### src/hw/rtl/fgp_pkg.sv
// Shared types, constants and gain tables for the fuzzy gain PID speed loop.
package fgp_pkg;

  // Width of a scheduled gain (base gain times 16 plus a table offset).
  localparam int GAIN_W = 22;
  localparam int ROM_N  = 49;

  // Fixed-point constants, all in 1/65536 units.
  localparam int K_SMOOTH_OLD = 45875;
  localparam int K_SMOOTH_NEW = 19661;
  localparam int K_LEAK       = 62259;
  localparam int I_STEP_LIM   = 9830;
  localparam int ERR_HI       = 229376;
  localparam int ERR_LO       = -294912;
  localparam int RISE_LIM     = 6554;
  localparam int FALL_LIM     = 65536;

  // Table entries are in 1/10000 units, scaled down by 10, 50 and 20.
  localparam longint DEN_P = 100000;
  localparam longint DEN_I = 500000;
  localparam longint DEN_D = 200000;

  // Upper bin edges (inclusive) for the error and the error trend.
  localparam int E_EDGES  [6] = '{-65536, -32768, -13107, 13107, 32768, 65536};
  localparam int EC_EDGES [6] = '{-19661, -13107, -6554, 6554, 13107, 19661};

  // Configuration register indexes.
  localparam logic [2:0] CFG_BASE_P  = 3'd0;
  localparam logic [2:0] CFG_BASE_I  = 3'd1;
  localparam logic [2:0] CFG_BASE_D  = 3'd2;
  localparam logic [2:0] CFG_FLOOR   = 3'd3;
  localparam logic [2:0] CFG_CEILING = 3'd4;

  typedef int raw_t [ROM_N];
  typedef logic signed [15:0] rom_t [ROM_N];

  // Raw rule tables, row = error bin, column = trend bin.
  localparam raw_t RAW_P = '{
    24300, 19400, 17700, 12500, 6900, 4000, 60,
    19400, 19400, 13500, 6900, 2600, 30, -6000,
    17700, 13500, 9090, 6900, -50, -2600, -10900,
    12500, 8000, 2600, 1000, -1000, -6900, -12500,
    10900, 2600, -40, -2600, -6900, -9090, -17700,
    5960, -1000, -2600, -8000, -13500, -13600, -19400,
    -60, -5000, -8000, -16700, -17700, -19400, -24300};
  localparam raw_t RAW_I = '{
    -24300, -19400, -17700, -12500, -6900, -4000, -60,
    -24300, -14800, -13500, -6900, -2600, -30, 4000,
    -19400, -9090, -8000, -2600, 1000, 2600, 6900,
    -17700, -8000, -1000, 30, 2600, 9090, 13500,
    -8000, -2600, 50, 6900, 8000, 13500, 19400,
    -5000, -1000, 2600, 6930, 13500, 14800, 24300,
    60, 4000, 6900, 12500, 17700, 19400, 24300};
  localparam raw_t RAW_D = '{
    10000, -3710, -14800, -24300, -19400, -4440, 9700,
    6000, -3710, -14800, -13500, -13500, -3810, 4000,
    4000, -3710, -13500, -9090, -6900, -6900, -120,
    -120, -6900, -6900, -6900, -5000, -6000, -119,
    5620, 2180, 0, 0, 0, 2180, 5620,
    9720, 715, 2620, 6930, 6900, 8000, 9720,
    24300, 17700, 16700, 12500, 10900, 12000, 24300};

  // Scale the raw tables to Q16, rounding half away from zero.
  function automatic rom_t scale_p();
    rom_t   r;
    longint mag;
    longint q;
    for (int i = 0; i < ROM_N; i++) begin
      mag  = (RAW_P[i] < 0) ? -longint'(RAW_P[i]) : longint'(RAW_P[i]);
      q    = (mag * 65536 + DEN_P / 2) / DEN_P;
      r[i] = 16'((RAW_P[i] < 0) ? -q : q);
    end
    return r;
  endfunction

  function automatic rom_t scale_i();
    rom_t   r;
    longint mag;
    longint q;
    for (int i = 0; i < ROM_N; i++) begin
      mag  = (RAW_I[i] < 0) ? -longint'(RAW_I[i]) : longint'(RAW_I[i]);
      q    = (mag * 65536 + DEN_I / 2) / DEN_I;
      r[i] = 16'((RAW_I[i] < 0) ? -q : q);
    end
    return r;
  endfunction

  function automatic rom_t scale_d();
    rom_t   r;
    longint mag;
    longint q;
    for (int i = 0; i < ROM_N; i++) begin
      mag  = (RAW_D[i] < 0) ? -longint'(RAW_D[i]) : longint'(RAW_D[i]);
      q    = (mag * 65536 + DEN_D / 2) / DEN_D;
      r[i] = 16'((RAW_D[i] < 0) ? -q : q);
    end
    return r;
  endfunction

  localparam rom_t ROM_P = scale_p();
  localparam rom_t ROM_I = scale_i();
  localparam rom_t ROM_D = scale_d();

  // Sequencer states.
  typedef enum logic [3:0] {
    ST_IDLE, ST_PREP, ST_MUL_T, ST_MUL_E, ST_SMOOTH, ST_TREND, ST_LEAK, ST_INTEG,
    ST_MUL_P, ST_MUL_I, ST_MUL_D, ST_SLEW, ST_CLAMP, ST_DONE
  } state_t;

  // Control of the shared multiply-accumulate unit.
  typedef struct packed {
    logic en;
    logic clr;
  } mac_ctl_t;

  // Scheduled gains for one sample.
  typedef struct packed {
    logic signed [GAIN_W-1:0] gp;
    logic signed [GAIN_W-1:0] gi;
    logic signed [GAIN_W-1:0] gd;
  } gains_t;

endpackage

### src/hw/rtl/fgp_mac.sv
// Shared signed multiply-accumulate unit used by every product of the loop.
module fgp_mac import fgp_pkg::*; #(
  parameter int W = 24
) (
  input  logic                    clk,
  input  mac_ctl_t                ctl,
  input  logic signed [GAIN_W-1:0] a,
  input  logic signed [W:0]       b,
  output logic signed [W+25:0]    acc
);

  localparam int AW = W + 26;

  logic signed [GAIN_W+W:0] prod;

  assign prod = a * b;

  // Either start a new sum or add to the running one.
  always_ff @(posedge clk) begin
    if (ctl.en) begin
      acc <= (ctl.clr ? AW'(0) : acc) + AW'(prod);
    end
  end

endmodule

### src/hw/rtl/fgp_gain_lut.sv
// Bin selection for error and trend, rule table lookup and gain scheduling.
module fgp_gain_lut import fgp_pkg::*; #(
  parameter int W = 24
) (
  input  logic signed [W-1:0] smoothed,
  input  logic signed [W-1:0] trend,
  input  logic signed [15:0]  base_p,
  input  logic signed [15:0]  base_i,
  input  logic signed [15:0]  base_d,
  output gains_t              gains
);

  logic [2:0] be;
  logic [2:0] bc;
  logic [5:0] idx;

  // The lowest bin whose upper edge is not below the value wins.
  always_comb begin
    be = 3'd6;
    bc = 3'd6;
    for (int i = 5; i >= 0; i--) begin
      if (int'(smoothed) <= E_EDGES[i]) be = 3'(i);
      if (int'(trend) <= EC_EDGES[i]) bc = 3'(i);
    end
  end

  assign idx = {3'b000, be} * 6'd7 + {3'b000, bc};

  // Base gains arrive in 1/4096 units and are moved to Q16.
  assign gains.gp = GAIN_W'($signed({base_p, 4'b0000})) + GAIN_W'(ROM_P[idx]);
  assign gains.gi = GAIN_W'($signed({base_i, 4'b0000})) + GAIN_W'(ROM_I[idx]);
  assign gains.gd = GAIN_W'($signed({base_d, 4'b0000})) + GAIN_W'(ROM_D[idx]);

endmodule

### src/hw/rtl/fuzzy_gain_pid_speed_to_accel_core.sv
// Top level: sequencer, loop state and stream ports of the fuzzy gain PID block.
// An input transfer runs ST_PREP to ST_DONE in order, one state per cycle, but ST_DONE
// holds until the output is free. Every product passes one shared multiplier in turn
// (six multiply-accumulate steps and their rounding steps).
// A new sample is taken only in ST_IDLE, even while a result still waits on the output.
// Synchronous reset clears the loop state and handshakes and restores the configuration.
module fuzzy_gain_pid_speed_to_accel_core import fgp_pkg::*; #(
  parameter int INTERNAL_WIDTH = 24
) (
  input  logic        clk,
  input  logic        rst,
  input  logic        s_tvalid,
  output logic        s_tready,
  input  logic [31:0] s_tdata,   // desired_speed[15:0], measured_speed[31:16]
  output logic        m_tvalid,
  input  logic        m_tready,
  output logic [15:0] m_tdata,   // accel_command[12:0], zero[15:13]
  input  logic        cfg_we,
  input  logic [2:0]  cfg_index,
  input  logic [15:0] cfg_data
);

  localparam int W  = INTERNAL_WIDTH;
  localparam int AW = W + 26;
  localparam logic signed [AW-1:0] SAT_HI = AW'((64'sd1 <<< (W - 1)) - 64'sd1);
  localparam logic signed [AW-1:0] SAT_LO = -SAT_HI - AW'(1);
  localparam logic signed [AW-1:0] HALF16 = AW'(32768);

  function automatic logic signed [W-1:0] sat_w(input logic signed [AW-1:0] x);
    logic signed [W-1:0] r;
    if (x > SAT_HI) r = W'(SAT_HI);
    else if (x < SAT_LO) r = W'(SAT_LO);
    else r = W'(x);
    return r;
  endfunction

  state_t state;
  state_t state_next;

  // Configuration registers.
  logic signed [15:0] base_p_gain;
  logic signed [15:0] base_i_gain;
  logic signed [15:0] base_d_gain;
  logic signed [12:0] accel_floor;
  logic        [11:0] accel_ceiling;

  // Loop state and working registers.
  logic signed [W-1:0]  smoothed_error;
  logic signed [W-1:0]  error_history [4];
  logic signed [W-1:0]  error_trend;
  logic signed [W-1:0]  leaky_integral;
  logic signed [W-1:0]  previous_accel;
  logic signed [15:0]   desired;
  logic signed [15:0]   measured;
  logic signed [W-1:0]  e_reg;
  logic signed [W-1:0]  t_reg;
  logic signed [AW-1:0] accel_tmp;
  gains_t               gains;
  logic [12:0]          accel_command;

  // Shared unit connections.
  mac_ctl_t                 mac_ctl;
  logic signed [GAIN_W-1:0] mac_a;
  logic signed [W:0]        mac_b;
  logic signed [AW-1:0]     acc;
  gains_t                   gains_lut;

  // Combinational helpers.
  logic signed [16:0]   speed_diff;
  logic signed [W-1:0]  err_clamp;
  logic signed [W-1:0]  i_step;
  logic signed [AW-1:0] acc_round;
  logic signed [AW-1:0] prev_ext;
  logic signed [AW-1:0] slew_diff;
  logic signed [AW-1:0] accel_hi;
  logic signed [AW-1:0] accel_lo;
  logic signed [W:0]    out_round;
  logic                 out_free;

  fgp_mac #(.W(W)) u_mac (
    .clk (clk),
    .ctl (mac_ctl),
    .a   (mac_a),
    .b   (mac_b),
    .acc (acc)
  );

  fgp_gain_lut #(.W(W)) u_lut (
    .smoothed (smoothed_error),
    .trend    (error_trend),
    .base_p   (base_p_gain),
    .base_i   (base_i_gain),
    .base_d   (base_d_gain),
    .gains    (gains_lut)
  );

  assign s_tready = (state == ST_IDLE);
  assign m_tdata  = {3'b000, accel_command};
  assign out_free = !m_tvalid || m_tready;

  assign speed_diff = 17'(desired) - 17'(measured);
  assign acc_round  = (acc + HALF16) >>> 16;
  assign prev_ext   = AW'(previous_accel);
  assign slew_diff  = acc_round - prev_ext;
  assign accel_hi   = AW'($signed({1'b0, accel_ceiling, 8'h00}));
  assign accel_lo   = AW'($signed({accel_floor, 8'h00}));
  assign out_round  = ((W+1)'(previous_accel) + (W+1)'(128)) >>> 8;

  // Clamps on the new smoothed error for the PID term and the integral step.
  always_comb begin
    if (int'(smoothed_error) > ERR_HI) err_clamp = W'(ERR_HI);
    else if (int'(smoothed_error) < ERR_LO) err_clamp = W'(ERR_LO);
    else err_clamp = smoothed_error;
    if (int'(smoothed_error) > I_STEP_LIM) i_step = W'(I_STEP_LIM);
    else if (int'(smoothed_error) < -I_STEP_LIM) i_step = W'(-I_STEP_LIM);
    else i_step = smoothed_error;
  end

  // State register.
  always_ff @(posedge clk) begin
    if (rst) begin
      state <= ST_IDLE;
    end else begin
      state <= state_next;
    end
  end

  // Next state and operand selection for the shared unit.
  always_comb begin
    state_next = state;
    mac_ctl    = '0;
    mac_a      = '0;
    mac_b      = '0;
    unique case (state)
      ST_IDLE:   if (s_tvalid) state_next = ST_PREP;
      ST_PREP:   state_next = ST_MUL_T;
      ST_MUL_T: begin
        mac_ctl    = '{en: 1'b1, clr: 1'b1};
        mac_a      = GAIN_W'(K_SMOOTH_OLD);
        mac_b      = (W+1)'(t_reg);
        state_next = ST_MUL_E;
      end
      ST_MUL_E: begin
        mac_ctl    = '{en: 1'b1, clr: 1'b0};
        mac_a      = GAIN_W'(K_SMOOTH_NEW);
        mac_b      = (W+1)'(e_reg);
        state_next = ST_SMOOTH;
      end
      ST_SMOOTH: state_next = ST_TREND;
      ST_TREND:  state_next = ST_LEAK;
      ST_LEAK: begin
        mac_ctl    = '{en: 1'b1, clr: 1'b1};
        mac_a      = GAIN_W'(K_LEAK);
        mac_b      = (W+1)'(leaky_integral);
        state_next = ST_INTEG;
      end
      ST_INTEG:  state_next = ST_MUL_P;
      ST_MUL_P: begin
        mac_ctl    = '{en: 1'b1, clr: 1'b1};
        mac_a      = gains.gp;
        mac_b      = (W+1)'(err_clamp);
        state_next = ST_MUL_I;
      end
      ST_MUL_I: begin
        mac_ctl    = '{en: 1'b1, clr: 1'b0};
        mac_a      = gains.gi;
        mac_b      = (W+1)'(leaky_integral);
        state_next = ST_MUL_D;
      end
      ST_MUL_D: begin
        mac_ctl    = '{en: 1'b1, clr: 1'b0};
        mac_a      = gains.gd;
        mac_b      = {error_trend, 1'b0};
        state_next = ST_SLEW;
      end
      ST_SLEW:   state_next = ST_CLAMP;
      ST_CLAMP:  state_next = ST_DONE;
      ST_DONE:   if (out_free) state_next = ST_IDLE;
      default:   state_next = ST_IDLE;
    endcase
  end

  // Configuration writes; unknown indexes are dropped.
  always_ff @(posedge clk) begin
    if (rst) begin
      base_p_gain   <= '0;
      base_i_gain   <= '0;
      base_d_gain   <= '0;
      accel_floor   <= -13'sd1152;
      accel_ceiling <= 12'd512;
    end else if (cfg_we) begin
      priority case (cfg_index)
        CFG_BASE_P:  base_p_gain   <= cfg_data;
        CFG_BASE_I:  base_i_gain   <= cfg_data;
        CFG_BASE_D:  base_d_gain   <= cfg_data;
        CFG_FLOOR:   accel_floor   <= cfg_data[12:0];
        CFG_CEILING: accel_ceiling <= cfg_data[11:0];
        default: ;
      endcase
    end
  end

  // Loop state updates, one step of the sample per state.
  always_ff @(posedge clk) begin
    if (rst) begin
      smoothed_error <= '0;
      error_trend    <= '0;
      leaky_integral <= '0;
      previous_accel <= '0;
      for (int i = 0; i < 4; i++) error_history[i] <= '0;
    end else begin
      priority case (state)
        ST_SMOOTH: begin
          smoothed_error   <= sat_w(acc_round);
          error_history[0] <= error_history[1];
          error_history[1] <= error_history[2];
          error_history[2] <= error_history[3];
          error_history[3] <= sat_w(acc_round);
        end
        ST_TREND: begin
          error_trend <= sat_w(AW'(error_history[3]) + AW'(error_history[2])
                               - AW'(error_history[1]) - AW'(error_history[0]));
        end
        ST_INTEG: leaky_integral <= sat_w(acc_round + AW'(i_step));
        ST_CLAMP: begin
          if (accel_tmp > accel_hi) previous_accel <= sat_w(accel_hi);
          else if (accel_tmp < accel_lo) previous_accel <= sat_w(accel_lo);
          else previous_accel <= sat_w(accel_tmp);
        end
        default: ;
      endcase
    end
  end

  // Working registers that need no reset.
  always_ff @(posedge clk) begin
    if (s_tvalid && s_tready) begin
      desired  <= s_tdata[15:0];
      measured <= s_tdata[31:16];
    end
    if (state == ST_PREP) begin
      e_reg <= sat_w(AW'(speed_diff) <<< 8);
      t_reg <= sat_w(AW'(smoothed_error) + AW'(error_trend >>> 2));
    end
    if (state == ST_INTEG) gains <= gains_lut;
    if (state == ST_SLEW) begin
      if (slew_diff > AW'(RISE_LIM)) accel_tmp <= prev_ext + AW'(RISE_LIM);
      else if (slew_diff < AW'(-FALL_LIM)) accel_tmp <= prev_ext - AW'(FALL_LIM);
      else accel_tmp <= acc_round;
    end
    if (state == ST_DONE && out_free) accel_command <= out_round[12:0];
  end

  // Output register: loaded when the result is done and the slot is free.
  always_ff @(posedge clk) begin
    if (rst) begin
      m_tvalid <= 1'b0;
    end else if (state == ST_DONE && out_free) begin
      m_tvalid <= 1'b1;
    end else if (m_tready) begin
      m_tvalid <= 1'b0;
    end
  end

`ifndef SYNTH
  // A result appears only as the sequencer leaves its final state.
  a_out_from_done: assert property (@(posedge clk) disable iff (rst)
    $rose(m_tvalid) |-> $past(state) == ST_DONE)
    else $error("result valid without a finished sample");

  // An input transfer always starts the sequence.
  a_accept_starts: assert property (@(posedge clk) disable iff (rst)
    (s_tvalid && s_tready) |=> state == ST_PREP)
    else $error("input transfer did not start the sequence");

  // The shared unit is never active while the block waits for input or for a free output.
  a_mac_idle: assert property (@(posedge clk) disable iff (rst)
    (state == ST_IDLE || state == ST_DONE) |-> !mac_ctl.en)
    else $error("shared unit active outside a multiply step");
`endif

endmodule
### config.mk
export PLATFORM = sky130hd
export DESIGN_NAME = fuzzy_gain_pid_speed_to_accel_core
export DESIGN_NICKNAME = d
export VERILOG_FILES = /design/src/hw/rtl/fgp_pkg.sv /design/src/hw/rtl/fgp_mac.sv /design/src/hw/rtl/fgp_gain_lut.sv /design/src/hw/rtl/fuzzy_gain_pid_speed_to_accel_core.sv
export SDC_FILE = /design/constraint.sdc
export NUM_CORES = 2
export LEC_CHECK = 0
export BUFFER_PORTS_ARGS = -buffer_cell sky130_fd_sc_hd__buf_2
export CAP_MARGIN = 40
export CORE_MARGIN = 2
export CORE_UTILIZATION = 30
export DETAILED_ROUTE_END_ITERATION = 6
export PLACE_DENSITY_LB_ADDON = 0.2
export REMOVE_ABC_BUFFERS = 1
export SLEW_MARGIN = 20
export SYNTH_ARGS = -nofsm -noshare
export SYNTH_HDL_FRONTEND = slang
export SYNTH_SLANG_ARGS = --single-unit
export TNS_END_PERCENT = 10
### constraint.sdc
create_clock -name clk -period 12.47 [get_ports clk]
set_clock_uncertainty 0.15 [all_clocks]
set_input_delay 0.6235 -clock clk [delete_from_list [all_inputs] [get_ports clk]]
set_output_delay 0.6235 -clock clk [all_outputs]
set_load 0.02 [all_outputs]
==> impl_results.md <==
- Synth cell types: 96
- Reg2reg start: smoothed_error[8]$_SDFFE_PP0P_
- Post-route ant nets: 0
- Clock slew at reported path FFs: 0.06 ns
- Die height: 443 um
- Run status: completed
- Die area: 0.196 sq mm
- Startpoint Class: register
- Worst path required time: 12.75 ns
- Avg Inst Size Synth: 8.89 sq um
- Period minus WS final: 11.20 ns
- R2r endpoint: u_mac.acc[48]$_DFFE_PP_
- Clk sink count: 503
- Vias in the first global route: 47100
- #FFs+latches synth: 503
- Latest clock arrival within the worst-skew pair: 0.68 ns
- Hold Crit Class: in2reg
- Wirelength per Cell: 22.4 um
- Worst setup path class: reg2reg
- DRC Markers: 0
- Vias: 46900
- Io pins: 74
- RSZ-0062 raised after global routing: false
- Fin. max-slew vios: 0
- Worst Setup SP: smoothed_error[8]$_SDFFE_PP0P_
- Main synth FF type: edfxtp_1
- CTS tree: yes
- CTS Buf Count: 68
- Cts repair resizes: 0
- Fill cells: 20000
- RD Place Congestion: 0.957
- Biggest regs: error_history x96, gains x63, u_mac.acc x50
- Area grow syn2layout: 11.6%
- Max-Cap Viols: 0
- Gr ovfl total: 0
- Port Buffers: 70
- Critical-path top delay cell: o21ai_0
- GRT Resource Usage Total: 0.207
- Fmax achieved: 89.3 MHz
- Final Cell Area: 0.0644 sq mm
- Max reg flops: 96
- HPWL after DPL: 162000 um
- Slew @ Worst Pin: 0.958 ns
- Hold Startpoint: cfg_data[15]
- Htree depth: 3
- Initial core utilization: 0.303
- Commonest non-fill, non-tap cells in the layout: 1065 x inv_1, 789 x nand2_1, 721 x fa_1
- Die Span X: 443 um
- Final setup viols: 0
- Top reg by flops: error_history
- Largest net degree at the start of global routing: 80
- Critical Path End: u_mac.acc[48]$_DFFE_PP_
- Flop-to-flop setup slack: 1.27 ns
- Final Hold Viols: 0
- Layout cells sized above 1: 0.0645
- Mapped cell area: 0.0577 sq mm
- Seq/Total Area, Yosys: 0.232
- Rel. slew slack: 0.353
- Nets: 7724
- Crit end category: register
- CP max FO: 29
- Clk root buf: clkbuf_16
- Drt initial violations: 3964
- Worst r2r path cells: 37
- Initial antenna violation count: 12
- Worst stage delay on the critical path: 0.75 ns
- Vias per Instance: 5.16
- Period Utilization, post-route: 0.898
- Drt total wl: 203000 um
- Async S/R FF share, synth: 0
- Maximum buffer depth of the clock tree: 3
- Final setup TNS: 0 ns
- Post-synth EDFFs: 329
- DP Area: 0.0617 sq mm
- YS warnings: 0
- Row cnt: 160
- First-pass GRT wire length: 308000 um
- Syn Inst Count: 6495
- Most common cell after layout, fill and taps aside: inv_1
- Worst endpoint data arrival time: 11.48 ns
- Critical Path Most Common Cell: fa_1
- TritonRoute pass-1 iters: 5
- Core area: 0.191 sq mm
-- how the worst min path moves through the flow --
stage | to | slack, ns | cells after the start
2_1_floorplan | leaky_integral[0]$_SDFFE_PP0P_ | 0.28 | 2
3_5_place_dp | accel_floor[5]$_SDFFE_PP0P_ | 0.30 | 2
6_report | base_i_gain[15]$_SDFFE_PP0P_ | 0.10 | 3
5_1_grt | base_i_gain[12]$_SDFFE_PP0P_ | 0.09 | 3
3_3_place_gp | accel_floor[4]$_SDFFE_PP0P_ | 0.30 | 2
4_1_cts | base_d_gain[14]$_SDFFE_PP0P_ | 0.04 | 3
-- critical path: cells and delay by family, from the launching register on --
family,cells,cell delay (ns)
buf+inv,8,1.09
compound gates,13,4.10
flops,1,0.29
xor+xnor,1,0.09
fa+ha+maj,8,4.01
simple gates,7,1.21
-- per-stage QoR --
stage,std cells,hold slack [ns],setup slack [ns],util
after floorplan,6196,0.276,2.08,-
after global placement,8912,0.295,0.936,0.322
after detailed placement,8938,0.299,1.47,0.324
after CTS,9090,0.0430,1.42,0.337
after global routing,9099,0.0861,0.735,0.338
final,9101,0.101,1.27,0.338
-- per-layer routing --
layer,track usage,wire length (um)
met1,0.293,92700
met2,0.319,89700
met3,0.0447,15700
met4,0.0535,5340
met5,0,38
-- Yosys cell counts, types with 18 or more instances --
cell	n	area, sq um
a2111oi_0	21	184
a211oi_1	59	443
a21o_1	104	781
a21oi_1	416	2080
a221o_1	47	470
a221oi_1	24	210
a22oi_1	26	195
a31oi_1	53	332
and2_1	77	482
and3_1	88	551
buf_1	21	78.8
clkbuf_1	261	980
dfxtp_1	174	3480
edfxtp_1	329	9880
fa_1	722	14500
ha_1	408	5100
inv_1	1066	4000
mux2i_1	18	180
nand2_1	789	2960
nand2b_1	47	294
nand3_1	104	521
nand4_1	39	244
nor2_1	536	2010
nor2b_1	49	307
nor3_1	85	425
nor4_1	36	225
o211ai_1	36	270
o21a_1	45	338
o21ai_0	192	961
o21bai_1	34	255
o22ai_1	28	175
or3_1	23	144
xnor2_1	177	1550
xor2_1	71	622
-- final cells by class --
| cell class | count | area (sq um) | area share |
|---|---|---|---|
| clock buffer | 82 | 1850 | 0.0287 |
| inverter | 1068 | 4010 | 0.0623 |
| timing repair buffer | 272 | 2200 | 0.0342 |
| multi-input combinational | 4625 | 39400 | 0.612 |
| tap | 2511 | 3140 | 0.0488 |
| sequential | 503 | 13400 | 0.207 |
| clock inverter | 38 | 427 | 0.00662 |
| antenna | 2 | 5.00 | 0.0000777 |
-- what timing repair did --
action                                 4_1_cts  5_1_grt
hold buffers                                32        0
buffers inserted                             0        0
endpoints found under the hold margin       32        0
-- kinds of logic (layout without fill, tap and decap cells) --
family,Yosys count,after routing,synth area share
AO/OA/AOI/OAI,1286,1286,0.148
XOR/XNOR,248,248,0.0376
adder cells (fa/ha/maj),1130,1130,0.339
buffers and inverters,1369,1460,0.0898
flip-flops,503,503,0.232
multiplexers,21,21,0.00390
other,1,5,0.0000650
AND/OR/NAND/NOR,1937,1937,0.150
Power is not shown: default switching activity piles up to over one toggle a cycle in this logic, so the estimate is an artifact.
